File: config.mk
export PLATFORM = sky130hd
export DESIGN_NAME = lslf_ctrl
export DESIGN_NICKNAME = d
export VERILOG_FILES = /design/src/rtl/core/lslf_pkg.sv /design/src/rtl/core/lslf_ctrl.sv
export SDC_FILE = /design/constraint.sdc
export NUM_CORES = 1
export LEC_CHECK = 0
export ABC_AREA = 1
export BUFFER_PORTS_ARGS = -buffer_cell sky130_fd_sc_hd__buf_4
export CORE_AREA = 2 2 39 41
export CTS_CLUSTER_DIAMETER = 200
export DETAILED_ROUTE_END_ITERATION = 7
export DIE_AREA = 0 0 41 43
export PLACE_DENSITY = 0.78
export SYNTH_ARGS = -nofsm -noshare
export SYNTH_HDL_FRONTEND = slang
export SYNTH_SLANG_ARGS = --single-unit
File: constraint.sdc
create_clock -name clk -period 2.3 [get_ports clk]
set_input_delay 0.46 -clock clk [delete_from_list [all_inputs] [get_ports clk]]
set_output_delay 0.46 -clock clk [all_outputs]
set_load 0.005 [all_outputs]
File: src/rtl/core/lslf_pkg.sv
// lslf_pkg: shared constants and types for the least-squares line fit core
// no dependencies

package lslf_pkg;

    localparam int MAX_POINTS_DEF    = 65536;
    localparam int IN_FRAC_BITS_DEF  = 8;
    localparam int OUT_FRAC_BITS_DEF = 16;

    localparam int CNT_W  = 17;
    localparam int SUM_W  = 33;
    localparam int SQ_W   = 48;
    localparam int WIDE_W = 128;
    localparam int DEN_W  = 64;

    localparam logic [1:0] STATUS_OK    = 2'd0;
    localparam logic [1:0] STATUS_DEGEN = 2'd1;
    localparam logic [1:0] STATUS_SAT   = 2'd2;

    // product selector for the shared multiplier
    typedef enum logic [2:0] {
        MUL_N_SXX,
        MUL_SX_SX,
        MUL_N_SXY,
        MUL_SX_SY,
        MUL_SXX_SY,
        MUL_SX_SXY
    } mul_sel_t;

    // commands from controller to datapath
    typedef struct packed {
        logic     acc;        // accumulate the input point
        logic     mul_go;     // start a product
        mul_sel_t mul_sel;
        logic     load_den;   // product -> den (first) / subtract (second)
        logic     sub_den;
        logic     load_num;
        logic     sub_num;
        logic     div_go;     // start division of num by den
        logic     div_a;      // intercept division (different scale)
        logic     emit;
        logic     clear;
    } lslf_cmd_t;

    // status back to controller
    typedef struct packed {
        logic mul_done;
        logic div_done;
        logic den_zero;
    } lslf_stat_t;

endpackage

File: src/rtl/core/lslf_ctrl.sv
// lslf_ctrl: sequencer for accumulation and the fit at the end of a set
// depends on lslf_pkg

module lslf_ctrl (
    input  logic                  clk,
    input  logic                  rst_n,
    input  logic                  start,
    input  logic                  last,
    input  lslf_pkg::lslf_stat_t  stat,
    output lslf_pkg::lslf_cmd_t   cmd,
    output logic                  busy
);
    import lslf_pkg::*;

    localparam logic [3:0] S_IDLE  = 4'd0;
    localparam logic [3:0] S_M1    = 4'd1;
    localparam logic [3:0] S_M2    = 4'd2;
    localparam logic [3:0] S_CHK   = 4'd3;
    localparam logic [3:0] S_M3    = 4'd4;
    localparam logic [3:0] S_M4    = 4'd5;
    localparam logic [3:0] S_DB    = 4'd6;
    localparam logic [3:0] S_M5    = 4'd7;
    localparam logic [3:0] S_M6    = 4'd8;
    localparam logic [3:0] S_DA    = 4'd9;
    localparam logic [3:0] S_EMIT  = 4'd10;

    logic [3:0] state_reg, state_next;
    logic       wait_reg, wait_next;

    always_ff @(posedge clk or negedge rst_n)
    begin
        if (!rst_n)
        begin
            state_reg <= S_IDLE;
            wait_reg  <= 1'b0;
        end
        else
        begin
            state_reg <= state_next;
            wait_reg  <= wait_next;
        end
    end

    // each multiply state issues the product once, then waits for it
    always_comb
    begin
        cmd        = '0;
        cmd.mul_sel = MUL_N_SXX;
        state_next = state_reg;
        wait_next  = wait_reg;
        unique case (state_reg)
            S_IDLE:
            begin
                // no request is taken during the clearing cycle
                if (start && !wait_reg)
                begin
                    cmd.acc = 1'b1;
                    if (last)
                    begin
                        state_next = S_M1;
                        wait_next  = 1'b0;
                    end
                end
            end
            S_M1, S_M2, S_M3, S_M4, S_M5, S_M6:
            begin
                unique case (state_reg)
                    S_M1:    cmd.mul_sel = MUL_N_SXX;
                    S_M2:    cmd.mul_sel = MUL_SX_SX;
                    S_M3:    cmd.mul_sel = MUL_N_SXY;
                    S_M4:    cmd.mul_sel = MUL_SX_SY;
                    S_M5:    cmd.mul_sel = MUL_SXX_SY;
                    default: cmd.mul_sel = MUL_SX_SXY;
                endcase
                if (!wait_reg)
                begin
                    cmd.mul_go = 1'b1;
                    wait_next  = 1'b1;
                end
                else if (stat.mul_done)
                begin
                    wait_next = 1'b0;
                    unique case (state_reg)
                        S_M1:    begin cmd.load_den = 1'b1; state_next = S_M2;  end
                        S_M2:    begin cmd.sub_den  = 1'b1; state_next = S_CHK; end
                        S_M3:    begin cmd.load_num = 1'b1; state_next = S_M4;  end
                        S_M4:    begin cmd.sub_num  = 1'b1; state_next = S_DB;  end
                        S_M5:    begin cmd.load_num = 1'b1; state_next = S_M6;  end
                        default: begin cmd.sub_num  = 1'b1; state_next = S_DA;  end
                    endcase
                end
            end
            S_CHK:
                state_next = stat.den_zero ? S_EMIT : S_M3;
            S_DB, S_DA:
            begin
                cmd.div_a = (state_reg == S_DA);
                if (!wait_reg)
                begin
                    cmd.div_go = 1'b1;
                    wait_next  = 1'b1;
                end
                else if (stat.div_done)
                begin
                    wait_next  = 1'b0;
                    state_next = (state_reg == S_DB) ? S_M5 : S_EMIT;
                end
            end
            S_EMIT:
            begin
                cmd.emit   = 1'b1;
                state_next = S_IDLE;
            end
            default:
                state_next = S_IDLE;
        endcase
        // sums clear the cycle after the result is captured
        cmd.clear = (state_reg == S_IDLE) && wait_reg;
        if (state_reg == S_EMIT)
            wait_next = 1'b1;
        else if (state_reg == S_IDLE)
            wait_next = 1'b0;
    end

    assign busy = (state_reg != S_IDLE) || wait_reg;

endmodule
After elaboration in Yosys (flattened, before gate mapping)
Index checks and enable logic that the tools add are counted.
{"block": "totals", "reg_bits": 5, "out_inout_bits": 14, "in_bits": 7}
{"block": "op_classes", "n_reduce_logical": 12, "mux": 30, "n_eq_ne": 16}
{"cell": "4-bit 2-to-1 mux", "n": 10}
{"cell": "4-bit case mux with 5 select lines", "n": 1}
{"cell": "4-bit by 3-bit equality test with 1-bit output (second input constant)", "n": 4}
{"cell": "4-bit case mux with 4 select lines", "n": 1}
{"cell": "3-bit case mux with 5 select lines", "n": 1}
{"cell": "1-bit 2-to-1 mux", "n": 14}
{"cell": "4-bit equality test (second input constant)", "n": 3}
{"cell": "2-bit inequality test (second input constant)", "n": 6}
{"cell": "4-bit by 2-bit equality test with 1-bit output (second input constant)", "n": 2}
{"cell": "8-bit 2-to-1 mux", "n": 1}
{"cell": "4-bit nonzero test", "n": 2}
{"cell": "6-bit AND reduction", "n": 1}
{"cell": "6-bit OR reduction", "n": 1}
{"cell": "4-bit by 1-bit equality test with 1-bit output (second input constant)", "n": 1}
{"cell": "4-bit logical NOT", "n": 1}
{"cell": "2-bit OR reduction", "n": 2}
{"cell": "4-bit OR reduction", "n": 1}
{"cell": "1-bit logical AND", "n": 2}
{"cell": "2-bit 2-to-1 mux", "n": 1}
{"cell": "1-bit case mux with 2 select lines", "n": 1}
{"cell": "1-bit logical NOT", "n": 1}
{"cell": "1-bit logical OR", "n": 1}

Longest topological paths before layout
{"block": "logic_depth", "word_depth": 6, "mapped_depth": 10, "depth_no_buf": 10}

Worst setup path before layout
OpenSTA, ideal clock, no wires.
{"block": "synth_path", "kind": "register to output", "from": "register state_reg[3]", "to": "output cmd[8] (netlist name)", "required_time_ns": 1.840, "arrival_ns": 1.036, "path_buffers": 0, "stages_incl_launch_ff": 7, "setup_slack_ns": 0.804, "cell_sequence": "dfrtp_1 -> nor2_2 -> nand3_2 -> nand2_1 -> inv_1 -> o21ai_0 -> inv_1"}
{"item": "start: declaration", "line": "lslf_ctrl.sv:27", "rtl": "logic [3:0] state_reg, state_next;"}
{"item": "start signal: assignment", "line": "lslf_ctrl.sv:39", "rtl": "state_reg <= state_next;"}
{"item": "end: declaration", "line": "lslf_ctrl.sv:10", "rtl": "output lslf_pkg::lslf_cmd_t cmd,"}

==> reports/qor.yml <==
run_status:
  status: "complete, no violations"
yosys:
  synth_warnings: 0
  avgSynthCellArea_um2: 5.64
  synthCells: 100
  ys_top_cells_by_area: "dfrtp_1 (22%), nand2_1 (22%), nor2_1 (11%)"
  synth_seq_area_share: 0.222
  yosysTopAreaCellShare: 0.222
  syn-num-nets: 107
  ys_types: 19
  ys_ff_latch: 5
  synth_top_area_cell: "dfrtp_1"
  synth_area_um2: 564
layout:
  layout_commonest_cell: "nand2_1"
  num-nets-final: 132
  area_growth_pct: 34.8
  largest_register_ffs: 4
  drive_above_1_share: 0.298
  multiInputGateArea_um2: 375
  ff_latch_area_um2: 125
  antenna_cells: 0
  nFillCells: 135
  final_cell_mix: "nand2_1 (33), buf_4 (20), nor2_1 (16), inv_1 (13), nand3_1 (9)"
  utilization: 0.550
cts:
  hold_buffers: 0
  htree_levels: 1
  ctsResizeCount: 0
  cts.sinks: 5
  clkTransAtPathRegs_ns: 0.04
  numCtsBuffers: 3
  clk_latency_ns: 0.23
  cts_tree: "yes"
  cts_buffer_depth: 2
  cts-root-buf: "clkbuf_4"
  cts_setup_buffers: 0
worst_setup_path:
  timing.critical_path.buf_inv: 4
  path_delay_family: "flip-flops"
  reg2reg_slack_ns: 0.87
  end_kind: "output pin"
  critPathKind: "flip-flop to output pin"
  critical-path-slowest-cell: "dfrtp_1"
  cpPeakStageDelay_ns: 0.46
  r2r-end: "state_reg[0]"
  cp_cell_sequence: "inv_1 -> nand2_1 -> nand2_1 -> nand2_1 -> inv_1 -> o21ai_0 -> inv_1 -> buf_4"
  cp-endpoint: "cmd[8]"
  crit_fanout: 7
  crit_path_start: "state_reg[0]"
  path_depth: 8
  crit_required_ns: 1.84
  arrival_ns: 1.53
  reg2reg_depth: 9
  critPathLaunchType: "flip-flop"
  r2r_start: "state_reg[0]"
placed_design:
  port_buffers: 20
  gp_congestion: 0.905
  dp_hpwl_um: 1150
sta:
  worst_pin_slew_ns: 0.238
  hold_viol: 0
  slew-limit-headroom: 0.842
  fmax_ghz: 0.502
  setup_tns_ns: 0
  min_period_ns: 1.99
  drv_slew: 0
  setup_viol: 0
  rsz0062_at_grt: "no"
  whs_ns: 0.0141
  skew_ns: 0.000852
  fin_crit_sh: 0.867
global_route:
  first_global_vias: 603
  grt_max_degree: 8
  antenna_found_initial: 0
  grtUsageTotal: 0.171
  grt_pass1_wl_um: 2150
  grt.overflow.total: 0
floorplan:
  fp-row-count: 14
  die_h_um: 43
  core_area_um2: 1380
  start_util: 0.408
  die_width_um: 41
  ios: 21
  design.die.area_um2: 1760
drt:
  dr.first_iter.drc_count: 13
  drc_errors: 0
  wire_per_inst_um: 9.69
  ant_nets: 0
  vias: 681
  avgViaCountPerCell: 4.86
  routed_wl_um: 1360
  first_pass_iters: 4
power:
  peakVddDrop_mv: 0.623
  power_uw: 1060
  power_density_nw_per_um2: 1400
  leakagePower_uw: 0.000461
min_path:
  worstHoldPathType: "input port to asynchronous set/reset pin"
run:
  cap_viol_max_count: 0
[worst reg2reg max path: stages (launching register included)]
cell and delay, ns:
dfrtp_1 0.45, inv_1 0.11, nand2_1 0.12, nand2_1 0.17
nand3_4 0.12, nand2_4 0.09, inv_2 0.04, nor2_2 0.14
nand2_1 0.07, nand2_1 0.06
[cell usage after synthesis, drive strengths merged]
cell and instances:
a21oi 1, o22ai 1, nor3 1, nand2 36, o21a 1, o211ai 1
nand3 12, inv 17, nor2 19, nand4 1, dfrtp 5, o21ai 5
[stage by stage]
step	instances	area (um2)	setup WS, ns
final	140	761	0.307
after CTS	140	761	0.308
after floorplan	100	564	0.804
after global routing	140	761	0.161
after global placement	136	734	0.631
after detailed placement	136	734	0.570
[worst min path at each step]
stage,start,endpoint,slack [ns],cells past startpoint
6_report,rst_n,state_reg[1],0.01,1
5_1_grt,rst_n,wait_reg,0.01,1
4_1_cts,rst_n,state_reg[1],0.004,1
3_5_place_dp,rst_n,state_reg[1],0.26,1
3_3_place_gp,rst_n,state_reg[1],0.26,1
2_1_floorplan,rst_n,state_reg[0],0.16,0
[metal layers]
metal,track usage,share of wire
met1,0.216,0.45
met2,0.281,0.50
met3,0,0.048
met4,0.0867,0
met5,0,0
[power by group]
part	switching, uW	internal, uW
Sequential	64.4	130
Clock	31.4	65.3
Combinational	469	304
Total	565	498
[logic make-up (layout without fill, tap and decap cells)]
kind of cell	count (synthesis)	count (layout)	synth area share
AND/OR/NAND/NOR	69	69	0.568
AO/OA/AOI/OAI	9	9	0.0976
buffers and inverters	17	41	0.113
flip-flops	5	5	0.222
[cell type report]
cell class,count,area share
sequential,5,0.164
inverter,17,0.0839
tap,16,0.0263
multi-input combinational,78,0.493
timing repair buffer,20,0.197
clock buffer,4,0.0345
Power figures use the tool's default switching activity.
